--- config.mk ---
export PLATFORM = sky130hd
export DESIGN_NAME = preamble_sync_bit_framer_unit
export DESIGN_NICKNAME = d
export VERILOG_FILES = /design/src/design/psbf_pkg.sv /design/src/design/preamble_sync_bit_framer_unit.sv /design/src/design/psbf_front.sv /design/src/design/psbf_queue.sv /design/src/design/psbf_back.sv
export SDC_FILE = /design/constraint.sdc
export NUM_CORES = 1
export LEC_CHECK = 0
export BUFFER_PORTS_ARGS = -buffer_cell sky130_fd_sc_hd__buf_2
export CORE_MARGIN = 10
export CORE_UTILIZATION = 30
export DETAILED_ROUTE_END_ITERATION = 16
export GPL_TIMING_DRIVEN = 0
export PLACE_DENSITY_LB_ADDON = 0.08
export SETUP_SLACK_MARGIN = 0.4
export SLEW_MARGIN = 20
export SYNTH_ARGS = -nofsm -noshare
export SYNTH_HDL_FRONTEND = slang
export SYNTH_SLANG_ARGS = --single-unit
--- constraint.sdc ---
create_clock -name clock -period 24.3 [get_ports clock]
set_input_delay 1.215 -clock clock [delete_from_list [all_inputs] [get_ports clock]]
set_output_delay 1.215 -clock clock [all_outputs]
set_load 0.05 [all_outputs]
--- src/design/psbf_pkg.sv ---
package psbf_pkg;

   // default limits, handed down as top-level parameters
   localparam int MAX_PREAMBLE_BITS_DEF = 255;
   localparam int MAX_SYNC_BITS_DEF     = 64;

   // field widths
   localparam int SYNC_WORD_W = 64;
   localparam int SYNC_LEN_W  = 7;
   localparam int PRE_LEN_W   = 8;
   localparam int BYTE_W      = 8;
   localparam int CHUNK_W     = 8;
   localparam int CHUNK_CNT_W = 4;
   localparam int CSR_INDEX_W = 3;

   // register indexes
   localparam logic [CSR_INDEX_W-1:0] CSR_SYNC_WORD     = 3'd0;
   localparam logic [CSR_INDEX_W-1:0] CSR_SYNC_LEN      = 3'd1;
   localparam logic [CSR_INDEX_W-1:0] CSR_PRE_LEN       = 3'd2;
   localparam logic [CSR_INDEX_W-1:0] CSR_LOW_BIT_FIRST = 3'd3;
   localparam logic [CSR_INDEX_W-1:0] CSR_BYPASS        = 3'd4;

   // register reset values
   localparam logic [SYNC_WORD_W-1:0] SYNC_WORD_RST = 64'h0000_0000_3699_4625;
   localparam logic [SYNC_LEN_W-1:0]  SYNC_LEN_RST  = 7'd32;
   localparam logic [PRE_LEN_W-1:0]   PRE_LEN_RST   = 8'd64;

   // preamble bits in a chunk: 0 at even positions, 1 at odd ones
   localparam logic [CHUNK_W-1:0] PREAMBLE_PATTERN = 8'hAA;

   // job queue between front and back
   localparam int QUEUE_DEPTH = 2;

   typedef struct packed {
      logic [BYTE_W-1:0] data_byte;
      logic              byte_present;
      logic              frame_last;
   } req_payload_type;

   typedef struct packed {
      logic [CHUNK_W-1:0]     chunk_bits;
      logic [CHUNK_CNT_W-1:0] chunk_count;
      logic                   frame_done;
      logic                   run_last;
   } rsp_payload_type;

   // job field widths
   function automatic int pre_cnt_width(input int max_pre);
      return (max_pre > 0) ? $clog2(max_pre + 1) : 1;
   endfunction

   function automatic int tail_width(input int max_sync);
      return max_sync + BYTE_W;
   endfunction

   function automatic int tail_cnt_width(input int max_sync);
      return $clog2(max_sync + BYTE_W + 1);
   endfunction

   function automatic int job_width(input int max_pre, input int max_sync);
      return pre_cnt_width(max_pre) + tail_width(max_sync) + tail_cnt_width(max_sync) + 1;
   endfunction

   function automatic logic [SYNC_WORD_W-1:0] rev64(input logic [SYNC_WORD_W-1:0] v);
      logic [SYNC_WORD_W-1:0] r;
      for (int i = 0; i < SYNC_WORD_W; i++) begin
         r[i] = v[SYNC_WORD_W-1-i];
      end
      return r;
   endfunction

   function automatic logic [BYTE_W-1:0] rev8(input logic [BYTE_W-1:0] v);
      logic [BYTE_W-1:0] r;
      for (int i = 0; i < BYTE_W; i++) begin
         r[i] = v[BYTE_W-1-i];
      end
      return r;
   endfunction

endpackage

--- src/design/preamble_sync_bit_framer_unit.sv ---
// channel   direction  handshake               payload
// req       in         req_valid / req_stall   req_payload (data_byte, byte_present, frame_last)
// rsp       out        rsp_valid / rsp_stall   rsp_payload (chunk_bits, chunk_count, frame_done,
//                                                           run_last)
// csr       in         csr_valid / csr_ready   csr_index, csr_data
//
// One chunk per cycle unless stalled: an item gives N chunks, N = max(1, ceil(bits / 8)), where
// bits is preamble + sync + byte (8 or 0) on a frame's first item outside bypass, else N = 1.
// Unstalled, one item per cycle is sustained while items yield one chunk each; rsp_valid rises
// after the item passes the queue and output register. Two jobs queue between front and back.
// Synchronous reset restores the register defaults and closes any open frame.
// req_stall rises only when both queue slots hold jobs; rsp_stall holds the output register.
module preamble_sync_bit_framer_unit #(
   parameter int MAX_PREAMBLE_BITS = psbf_pkg::MAX_PREAMBLE_BITS_DEF,
   parameter int MAX_SYNC_BITS     = psbf_pkg::MAX_SYNC_BITS_DEF
) (
   input  logic                             clock,
   input  logic                             reset,
   input  logic                             csr_valid,
   output logic                             csr_ready,
   input  logic [psbf_pkg::CSR_INDEX_W-1:0] csr_index,
   input  logic [psbf_pkg::SYNC_WORD_W-1:0] csr_data,
   input  logic                             req_valid,
   output logic                             req_stall,
   input  psbf_pkg::req_payload_type        req_payload,
   output logic                             rsp_valid,
   input  logic                             rsp_stall,
   output psbf_pkg::rsp_payload_type        rsp_payload
);
   import psbf_pkg::*;

   localparam int JOB_W = job_width(MAX_PREAMBLE_BITS, MAX_SYNC_BITS);

   logic             push;
   logic [JOB_W-1:0] push_job;
   logic             q_full;
   logic             pop;
   logic             head_valid;
   logic [JOB_W-1:0] head_job;

   assign req_stall = q_full;

   // classify items and hold the config registers
   psbf_front #(
      .MAX_PREAMBLE_BITS(MAX_PREAMBLE_BITS),
      .MAX_SYNC_BITS    (MAX_SYNC_BITS)
   ) u_front (
      .clock      (clock),
      .reset      (reset),
      .csr_valid  (csr_valid),
      .csr_ready  (csr_ready),
      .csr_index  (csr_index),
      .csr_data   (csr_data),
      .req_valid  (req_valid),
      .q_full     (q_full),
      .req_payload(req_payload),
      .push       (push),
      .push_job   (push_job)
   );

   // job queue
   psbf_queue #(
      .WIDTH(JOB_W)
   ) u_queue (
      .clock     (clock),
      .reset     (reset),
      .push      (push),
      .push_data (push_job),
      .full      (q_full),
      .pop       (pop),
      .head_valid(head_valid),
      .head_data (head_job)
   );

   // chunk generator and output register
   psbf_back #(
      .MAX_PREAMBLE_BITS(MAX_PREAMBLE_BITS),
      .MAX_SYNC_BITS    (MAX_SYNC_BITS)
   ) u_back (
      .clock      (clock),
      .reset      (reset),
      .head_valid (head_valid),
      .head_job   (head_job),
      .pop        (pop),
      .rsp_valid  (rsp_valid),
      .rsp_stall  (rsp_stall),
      .rsp_payload(rsp_payload)
   );

endmodule

--- src/design/psbf_front.sv ---
module psbf_front #(
   parameter int MAX_PREAMBLE_BITS = psbf_pkg::MAX_PREAMBLE_BITS_DEF,
   parameter int MAX_SYNC_BITS     = psbf_pkg::MAX_SYNC_BITS_DEF
) (
   input  logic                                   clock,
   input  logic                                   reset,
   input  logic                                   csr_valid,
   output logic                                   csr_ready,
   input  logic [psbf_pkg::CSR_INDEX_W-1:0]       csr_index,
   input  logic [psbf_pkg::SYNC_WORD_W-1:0]       csr_data,
   input  logic                                   req_valid,
   input  logic                                   q_full,
   input  psbf_pkg::req_payload_type              req_payload,
   output logic                                   push,
   output logic [psbf_pkg::job_width(MAX_PREAMBLE_BITS, MAX_SYNC_BITS)-1:0] push_job
);
   import psbf_pkg::*;

   localparam int PRE_W  = pre_cnt_width(MAX_PREAMBLE_BITS);
   localparam int TAIL_W = tail_width(MAX_SYNC_BITS);
   localparam int TCNT_W = tail_cnt_width(MAX_SYNC_BITS);

   typedef struct packed {
      logic [PRE_W-1:0]  pre_cnt;
      logic [TAIL_W-1:0] tail;
      logic [TCNT_W-1:0] tail_cnt;
      logic              frame_last;
   } job_type;

   logic [SYNC_WORD_W-1:0] sync_word_ff;
   logic [SYNC_LEN_W-1:0]  sync_len_ff;
   logic [PRE_LEN_W-1:0]   pre_len_ff;
   logic                   low_bit_first_ff;
   logic                   bypass_ff;
   logic                   frame_open_ff;
   logic                   frame_open_in;

   logic                   csr_we;
   logic [SYNC_LEN_W-1:0]  slen;
   logic [PRE_W-1:0]       plen;
   logic                   hdr;
   logic [SYNC_LEN_W-1:0]  s_eff;
   logic [SYNC_WORD_W-1:0] sync_al;
   logic [BYTE_W-1:0]      ordered;
   job_type                job;

   // config writes are always taken
   assign csr_ready = 1'b1;
   assign csr_we    = csr_valid && csr_ready;

   always_ff @(posedge clock) begin
      if (reset) begin
         sync_word_ff     <= SYNC_WORD_RST;
         sync_len_ff      <= SYNC_LEN_RST;
         pre_len_ff       <= PRE_LEN_RST;
         low_bit_first_ff <= 1'b0;
         bypass_ff        <= 1'b0;
      end else if (csr_we) begin
         unique case (csr_index)
            CSR_SYNC_WORD:     sync_word_ff     <= csr_data;
            CSR_SYNC_LEN:      sync_len_ff      <= csr_data[SYNC_LEN_W-1:0];
            CSR_PRE_LEN:       pre_len_ff       <= csr_data[PRE_LEN_W-1:0];
            CSR_LOW_BIT_FIRST: low_bit_first_ff <= csr_data[0];
            CSR_BYPASS:        bypass_ff        <= csr_data[0];
            default: ;
         endcase
      end
   end

   // frame tracking, bypass or not
   assign push          = req_valid && !q_full;
   assign frame_open_in = push ? !req_payload.frame_last : frame_open_ff;

   always_ff @(posedge clock) begin
      if (reset) begin
         frame_open_ff <= 1'b0;
      end else begin
         frame_open_ff <= frame_open_in;
      end
   end

   // classify the item into preamble count and a tail bit vector, bit 0 sent first
   always_comb begin
      slen = (32'(sync_len_ff) > 32'(MAX_SYNC_BITS)) ? SYNC_LEN_W'(MAX_SYNC_BITS) : sync_len_ff;
      plen = (32'(pre_len_ff) > 32'(MAX_PREAMBLE_BITS)) ? PRE_W'(MAX_PREAMBLE_BITS)
                                                          : PRE_W'(pre_len_ff);
      hdr   = !bypass_ff && !frame_open_ff;
      s_eff = hdr ? slen : '0;
      // sync word low s_eff bits, msb first, land at tail bits 0..s_eff-1
      sync_al = rev64(sync_word_ff) >> (SYNC_LEN_W'(SYNC_WORD_W) - s_eff);
      if (!req_payload.byte_present) begin
         ordered = '0;
      end else if (bypass_ff || low_bit_first_ff) begin
         ordered = req_payload.data_byte;
      end else begin
         ordered = rev8(req_payload.data_byte);
      end
      job.pre_cnt    = hdr ? plen : '0;
      job.tail       = TAIL_W'(sync_al[MAX_SYNC_BITS-1:0]) | (TAIL_W'(ordered) << s_eff);
      job.tail_cnt   = TCNT_W'(s_eff) + (req_payload.byte_present ? TCNT_W'(BYTE_W) : '0);
      job.frame_last = req_payload.frame_last;
   end

   assign push_job = job;

   // bypass items carry no header and at most one byte
   a_bypass_job: assert property (@(posedge clock) disable iff (reset)
      push && bypass_ff |-> job.pre_cnt == '0 && 32'(job.tail_cnt) <= BYTE_W)
      else $error("bypass job carries header bits");

   // the back end relies on zero bits past the tail count
   a_tail_clean: assert property (@(posedge clock) disable iff (reset)
      push |-> (job.tail >> job.tail_cnt) == '0)
      else $error("tail has stray bits past its count");

   // a frame is open after any accepted item that does not end it
   a_frame_track: assert property (@(posedge clock) disable iff (reset)
      push |=> frame_open_ff == !$past(req_payload.frame_last))
      else $error("frame tracking out of step");

endmodule

--- src/design/psbf_queue.sv ---
module psbf_queue #(
   parameter int WIDTH = 1
) (
   input  logic             clock,
   input  logic             reset,
   input  logic             push,
   input  logic [WIDTH-1:0] push_data,
   output logic             full,
   input  logic             pop,
   output logic             head_valid,
   output logic [WIDTH-1:0] head_data
);
   import psbf_pkg::*;

   localparam int DEPTH = QUEUE_DEPTH;
   localparam int PTR_W = (DEPTH > 1) ? $clog2(DEPTH) : 1;
   localparam int CNT_W = $clog2(DEPTH + 1);

   logic [WIDTH-1:0] slots_ff [DEPTH];
   logic [PTR_W-1:0] wr_ptr_ff, wr_ptr_in;
   logic [PTR_W-1:0] rd_ptr_ff, rd_ptr_in;
   logic [CNT_W-1:0] count_ff, count_in;

   assign full       = (count_ff == CNT_W'(DEPTH));
   assign head_valid = (count_ff != '0);
   assign head_data  = slots_ff[rd_ptr_ff];

   // pointer and fill count
   always_comb begin
      wr_ptr_in = wr_ptr_ff;
      rd_ptr_in = rd_ptr_ff;
      if (push) begin
         wr_ptr_in = (wr_ptr_ff == PTR_W'(DEPTH - 1)) ? '0 : wr_ptr_ff + 1'b1;
      end
      if (pop) begin
         rd_ptr_in = (rd_ptr_ff == PTR_W'(DEPTH - 1)) ? '0 : rd_ptr_ff + 1'b1;
      end
      count_in = count_ff + CNT_W'(push) - CNT_W'(pop);
   end

   always_ff @(posedge clock) begin
      if (reset) begin
         wr_ptr_ff <= '0;
         rd_ptr_ff <= '0;
         count_ff  <= '0;
      end else begin
         wr_ptr_ff <= wr_ptr_in;
         rd_ptr_ff <= rd_ptr_in;
         count_ff  <= count_in;
      end
   end

   // slot storage
   always_ff @(posedge clock) begin
      if (push) begin
         slots_ff[wr_ptr_ff] <= push_data;
      end
   end

   a_no_overflow: assert property (@(posedge clock) disable iff (reset)
      push |-> !full)
      else $error("job queue overflow");

   a_no_underflow: assert property (@(posedge clock) disable iff (reset)
      pop |-> head_valid)
      else $error("job queue underflow");

   a_count_range: assert property (@(posedge clock) disable iff (reset)
      32'(count_ff) <= DEPTH)
      else $error("job queue count out of range");

endmodule

--- src/design/psbf_back.sv ---
module psbf_back #(
   parameter int MAX_PREAMBLE_BITS = psbf_pkg::MAX_PREAMBLE_BITS_DEF,
   parameter int MAX_SYNC_BITS     = psbf_pkg::MAX_SYNC_BITS_DEF
) (
   input  logic                                   clock,
   input  logic                                   reset,
   input  logic                                   head_valid,
   input  logic [psbf_pkg::job_width(MAX_PREAMBLE_BITS, MAX_SYNC_BITS)-1:0] head_job,
   output logic                                   pop,
   output logic                                   rsp_valid,
   input  logic                                   rsp_stall,
   output psbf_pkg::rsp_payload_type              rsp_payload
);
   import psbf_pkg::*;

   localparam int PRE_W  = pre_cnt_width(MAX_PREAMBLE_BITS);
   localparam int TAIL_W = tail_width(MAX_SYNC_BITS);
   localparam int TCNT_W = tail_cnt_width(MAX_SYNC_BITS);

   typedef struct packed {
      logic [PRE_W-1:0]  pre_cnt;
      logic [TAIL_W-1:0] tail;
      logic [TCNT_W-1:0] tail_cnt;
      logic              frame_last;
   } job_type;

   logic            active_ff, active_in;
   job_type         work_ff, work_in;
   logic            rsp_valid_ff, rsp_valid_in;
   rsp_payload_type rsp_ff, rsp_in;

   job_type                cur;
   logic                   out_free;
   logic                   gen;
   logic [CHUNK_CNT_W-1:0] n_p, n_t, room;
   logic [CHUNK_W-1:0]     pre_mask;
   logic [CHUNK_W-1:0]     chunk;
   logic [PRE_W-1:0]       pre_left;
   logic [TCNT_W-1:0]      tail_left;
   logic                   done;

   // a chunk is built when the output register is empty or being drained
   assign out_free = !rsp_valid_ff || !rsp_stall;
   assign gen      = out_free && (active_ff || head_valid);
   assign pop      = gen && !active_ff;

   // one chunk: preamble bits first, then tail bits, up to eight in all
   always_comb begin
      cur       = active_ff ? work_ff : job_type'(head_job);
      n_p       = (32'(cur.pre_cnt) >= CHUNK_W) ? CHUNK_CNT_W'(CHUNK_W)
                                                : CHUNK_CNT_W'(cur.pre_cnt);
      room      = CHUNK_CNT_W'(CHUNK_W) - n_p;
      n_t       = (32'(cur.tail_cnt) >= 32'(room)) ? room : CHUNK_CNT_W'(cur.tail_cnt);
      pre_mask  = CHUNK_W'((9'd1 << n_p) - 9'd1);
      chunk     = (PREAMBLE_PATTERN & pre_mask)
                | CHUNK_W'(16'(cur.tail[CHUNK_W-1:0]) << n_p);
      pre_left  = cur.pre_cnt - PRE_W'(n_p);
      tail_left = cur.tail_cnt - TCNT_W'(n_t);
      done      = (pre_left == '0) && (tail_left == '0);

      work_in.pre_cnt    = pre_left;
      work_in.tail       = cur.tail >> n_t;
      work_in.tail_cnt   = tail_left;
      work_in.frame_last = cur.frame_last;

      rsp_in.chunk_bits  = chunk;
      rsp_in.chunk_count = n_p + n_t;
      rsp_in.frame_done  = done && cur.frame_last;
      rsp_in.run_last    = done;

      active_in    = gen ? !done : active_ff;
      rsp_valid_in = gen || (rsp_valid_ff && rsp_stall);
   end

   always_ff @(posedge clock) begin
      if (reset) begin
         active_ff    <= 1'b0;
         rsp_valid_ff <= 1'b0;
      end else begin
         active_ff    <= active_in;
         rsp_valid_ff <= rsp_valid_in;
      end
   end

   // working job and output payload
   always_ff @(posedge clock) begin
      if (gen) begin
         work_ff <= work_in;
         rsp_ff  <= rsp_in;
      end
   end

   assign rsp_valid   = rsp_valid_ff;
   assign rsp_payload = rsp_ff;

   a_bits_clean: assert property (@(posedge clock) disable iff (reset)
      rsp_valid_ff |-> 32'(rsp_ff.chunk_count) <= CHUNK_W
                       && (rsp_ff.chunk_bits >> rsp_ff.chunk_count) == '0)
      else $error("chunk has bits past its count");

   a_active_work: assert property (@(posedge clock) disable iff (reset)
      active_ff |-> (work_ff.pre_cnt != '0 || work_ff.tail_cnt != '0))
      else $error("running job has no bits left");

   a_done_last: assert property (@(posedge clock) disable iff (reset)
      rsp_valid_ff && rsp_ff.frame_done |-> rsp_ff.run_last)
      else $error("frame end flagged before the last chunk of its item");

endmodule

==> metrics.csv <==
stage,metric,value,unit
outcome,status,"complete, no violations",
critical_path,rr_worst_depth,28,
run,cap_violations,0,
sta,drv_slew,0,
yosys,syn_area,22700,um2
cells_and_area,layout_commonest_cell,mux2i_1,
detailed_routing,drc,0,
cells_and_area,final_util,0.350,
detailed_routing,first_iter_violations,1286,
critical_path,setup.worst_path.class,reg2reg,
floorplanning,num_rows,100,
cts,ctsHoldBuffers,0,
power_and_ir_drop,p_per_area,116,nW/um2
detailed_routing,drt_pass1_iterations,5,
cells_and_area,final_nets,2527,
power_and_ir_drop,ir_worst_vdd,48.0,uV
critical_path,cp_top_family,simple AND/OR/NAND/NOR gates,
sta,hold_viol,0,
detailed_routing,routed_wirelength,86.5,mm
placed_design,post-place-ws,16.99,ns
yosys,synth_cells,2271,
sta,fin_setup_tns,0,ns
critical_path,critPathRequiredTime,24.76,ns
floorplanning,die_y,295,um
yosys,netlist.top_cell.by_area,edfxtp_1,
critical_path,path_buf_inv,7,
sta,setup_viol_count_final,0,
cts,cts_setup_buffers,0,
cells_and_area,drive_gt1_frac,0.110,
critical_path,worstReg2RegEnd,u_back.rsp_payload[1]$_DFFE_PP_,
grt,antenna_found_initial,0,
placed_design,placedCellCount,3347,
grt,grt_start_max_net_pins,50,
sta,slew_headroom,0.245,
yosys,synth_cell_types,81,
floorplanning,core-area,74700,um2
floorplanning,io_pins,99,
sta,tightest_slew,1.13,ns
detailed_routing,vias,18308,
critical_path,startpoint_type,flip-flop,
cts,clk_pin_slew,0.06,ns
cts,clock-sinks,367,
placed_design,hpwl,68.4,mm
min_path,worstHoldEndpoint,u_front.sync_word_ff[63]$_SDFFE_PP0P_,
cts,htreeDepth,2,
yosys,ys_ff_latch,367,
yosys,async_reset_ff_frac,0,
min_path,min_path_cells,2,
detailed_routing,antenna_violating_nets_post_route,0,
cells_and_area,fillCellCount,7569,
cts,cts_tree,yes,
critical_path,cp-end-kind,flip-flop,
yosys,synth_warnings,0,
cells_and_area,area_delta_synth_final,15.2,%
sta,rsz0062_at_grt,false,
yosys,seq_area_frac_synth,0.446,
cells_and_area,diodes,0,
detailed_routing,post_drt_wl_per_cell,25.2,um
critical_path,worstPathArrival,7.76,ns
yosys,synth_area_leaders,"edfxtp_1 (37%), mux2i_1 (24%), dfxtp_1 (7.8%)",
critical_path,slowest_stage,mux2i_4,
critical_path,r2r_setup_slack,17.00,ns
yosys,synth_edf_count,278,
detailed_routing,via_per_inst,5.34,
cells_and_area,multiInputGateArea,11700,um2
cts,cts_resized,0,
floorplanning,start_util,0.304,
cells_and_area,instances_no_fill,3426,
grt,grt_pass1_vias,18497,
yosys,yosys_most_used_dff,edfxtp_1,
critical_path,cp_common_cell,ha_1,
yosys,syn_avg_cell_area,10.0,um2
grt,grt_pass1_wl,126,mm
critical_path,cp_slowest_stage_delay,0.49,ns
critical_path,worst-path-max-fanout,13,
sta,skew,0.0318,ns
min_path,min_from,u_front.sync_word_ff[63]$_SDFFE_PP0P_,
cts,clockBufferDepth,3,
cells_and_area,seqCellArea,10100,um2
sta,period_share,0.300,
placed_design,port-buffer-count,96,
cells_and_area,layout_common_cells,"mux2i_1 (553), nand2_1 (389), edfxtp_1 (278), a21oi_1 (144), o21ai_0 (137)",
min_path,worst_hold_path_type,reg2reg,
grt,grt_usage,0.195,
sta,fin_crit,7.30,ns
yosys,synth_top_area_frac,0.368,
cts,cts_buffers,45,
placed_design,gp_congestion,0.939,
grt,grt-ovfl-total,0,
cts,clock-root-buffer,clkbuf_16,
power_and_ir_drop,power_leakage,9.96,nW
floorplanning,die_x,295,um
cts,insertion_delay,0.61,ns
sta,fmaxAchievable,137,MHz
floorplanning,dieArea,87100,um2
sta,layout_setup_ws,17.00,ns
-- cells by family after synthesis --
group | Yosys count | share of synthesized area
fa+ha+maj | 20 | 0.0114
xor+xnor | 19 | 0.00816
buf+inv | 188 | 0.0385
other cells | 1 | 0.000165
simple gates | 660 | 0.125
compound gates | 445 | 0.116
flops | 367 | 0.446
mux | 571 | 0.255
-- worst register-to-register path: cells and delay by family (launching register included) --
family,cells,cell delay [ns]
DFF,1,0.32
AOI/OAI and AO/OA,5,1.07
buffers and inverters,7,1.71
adders and majority gates,3,0.96
muxes,3,1.17
and+or+nand+nor,10,1.96
-- synthesized netlist by cell type (all sizes together), types with 4 or more instances --
cell,number
o21a,9
edfxtp,278
clkbuf,96
a21oi,145
nor2,118
a211oi,27
nand2,390
nand3,53
ha,19
mux2i,558
o21ai,148
o211ai,10
nand4,5
a31oi,7
or2,4
and2,15
inv,25
buf,65
o22ai,44
nor3,19
nor2b,12
nand2b,10
and3,4
mux2,13
nand3b,16
a22oi,16
xnor2,16
dfxtp,89
a22o,9
-- power breakdown --
part / leakage (nW) / switching [mW] / internal (mW) / total (mW)
sequential: 3.41 / 0.0445 / 0.912 / 0.957
clock: 0.725 / 0.272 / 0.407 / 0.680
combinational: 5.82 / 0.942 / 0.461 / 1.40
-- layer usage --
layer	share of wire	track usage	vias to the layer above	routed length (um)
met3	0.045	0.0221	128	3920
met2	0.48	0.334	554	41800
li1	-	-	8642	-
met5	0	0	-	0
met4	0.031	0.0645	0	2710
met1	0.44	0.252	8984	38100
-- state kept, by name, summed over array words and instances, names as in the netlist, 2 cells and up, named ones only --
register / count
u_back.rsp_payload: 14
u_back.work_ff: 88
u_front.plen: 8
u_front.sync_len_ff: 7
u_front.sync_word_ff: 64
u_queue.count_ff: 2
u_queue.slots_ff: 176
-- area by class of cell --
| type | count | share of cell area |
|---|---|---|
| Clock inverter | 21 | 0.00990 |
| Timing Repair Buffer | 106 | 0.0283 |
| Sequential cell | 367 | 0.387 |
| Multi-Input combinational cell | 1717 | 0.448 |
| Tap cell | 969 | 0.0463 |
| Inverter | 27 | 0.00397 |
| Clock buffer | 58 | 0.0466 |
| Buffer | 161 | 0.0294 |
-- per-stage QoR --
step	instance area, um2	hold slack (ns)	power, mW
4_1_cts	26200	0.460	3.05
5_1_grt	26200	0.482	3.20
3_3_place_gp	24400	0.443	2.35
2_1_floorplan	22700	0.432	1.87
3_5_place_dp	24700	0.452	2.36
6_report	26200	0.456	3.04
-- worst max-delay path by stage --
stage | start | endpoint | slack (ns) | cells past startpoint
after detailed placement | flip-flop | u_back.rsp_payload[1]$_DFFE_PP_ | 16.99 | 28
after global routing | flip-flop | u_back.rsp_payload[1]$_DFFE_PP_ | 16.42 | 28
after global placement | u_back.active_ff$_SDFFE_PP0P_ | u_queue.count_ff[1]$_SDFF_PP0_ | 12.33 | 14
final | flip-flop | u_back.rsp_payload[1]$_DFFE_PP_ | 17.00 | 28
after floorplan | u_back.active_ff$_SDFFE_PP0P_ | u_queue.count_ff[1]$_SDFF_PP0_ | 16.40 | 14
after CTS | flip-flop | u_back.rsp_payload[1]$_DFFE_PP_ | 16.95 | 28
(Power assumes the default switching activity.)
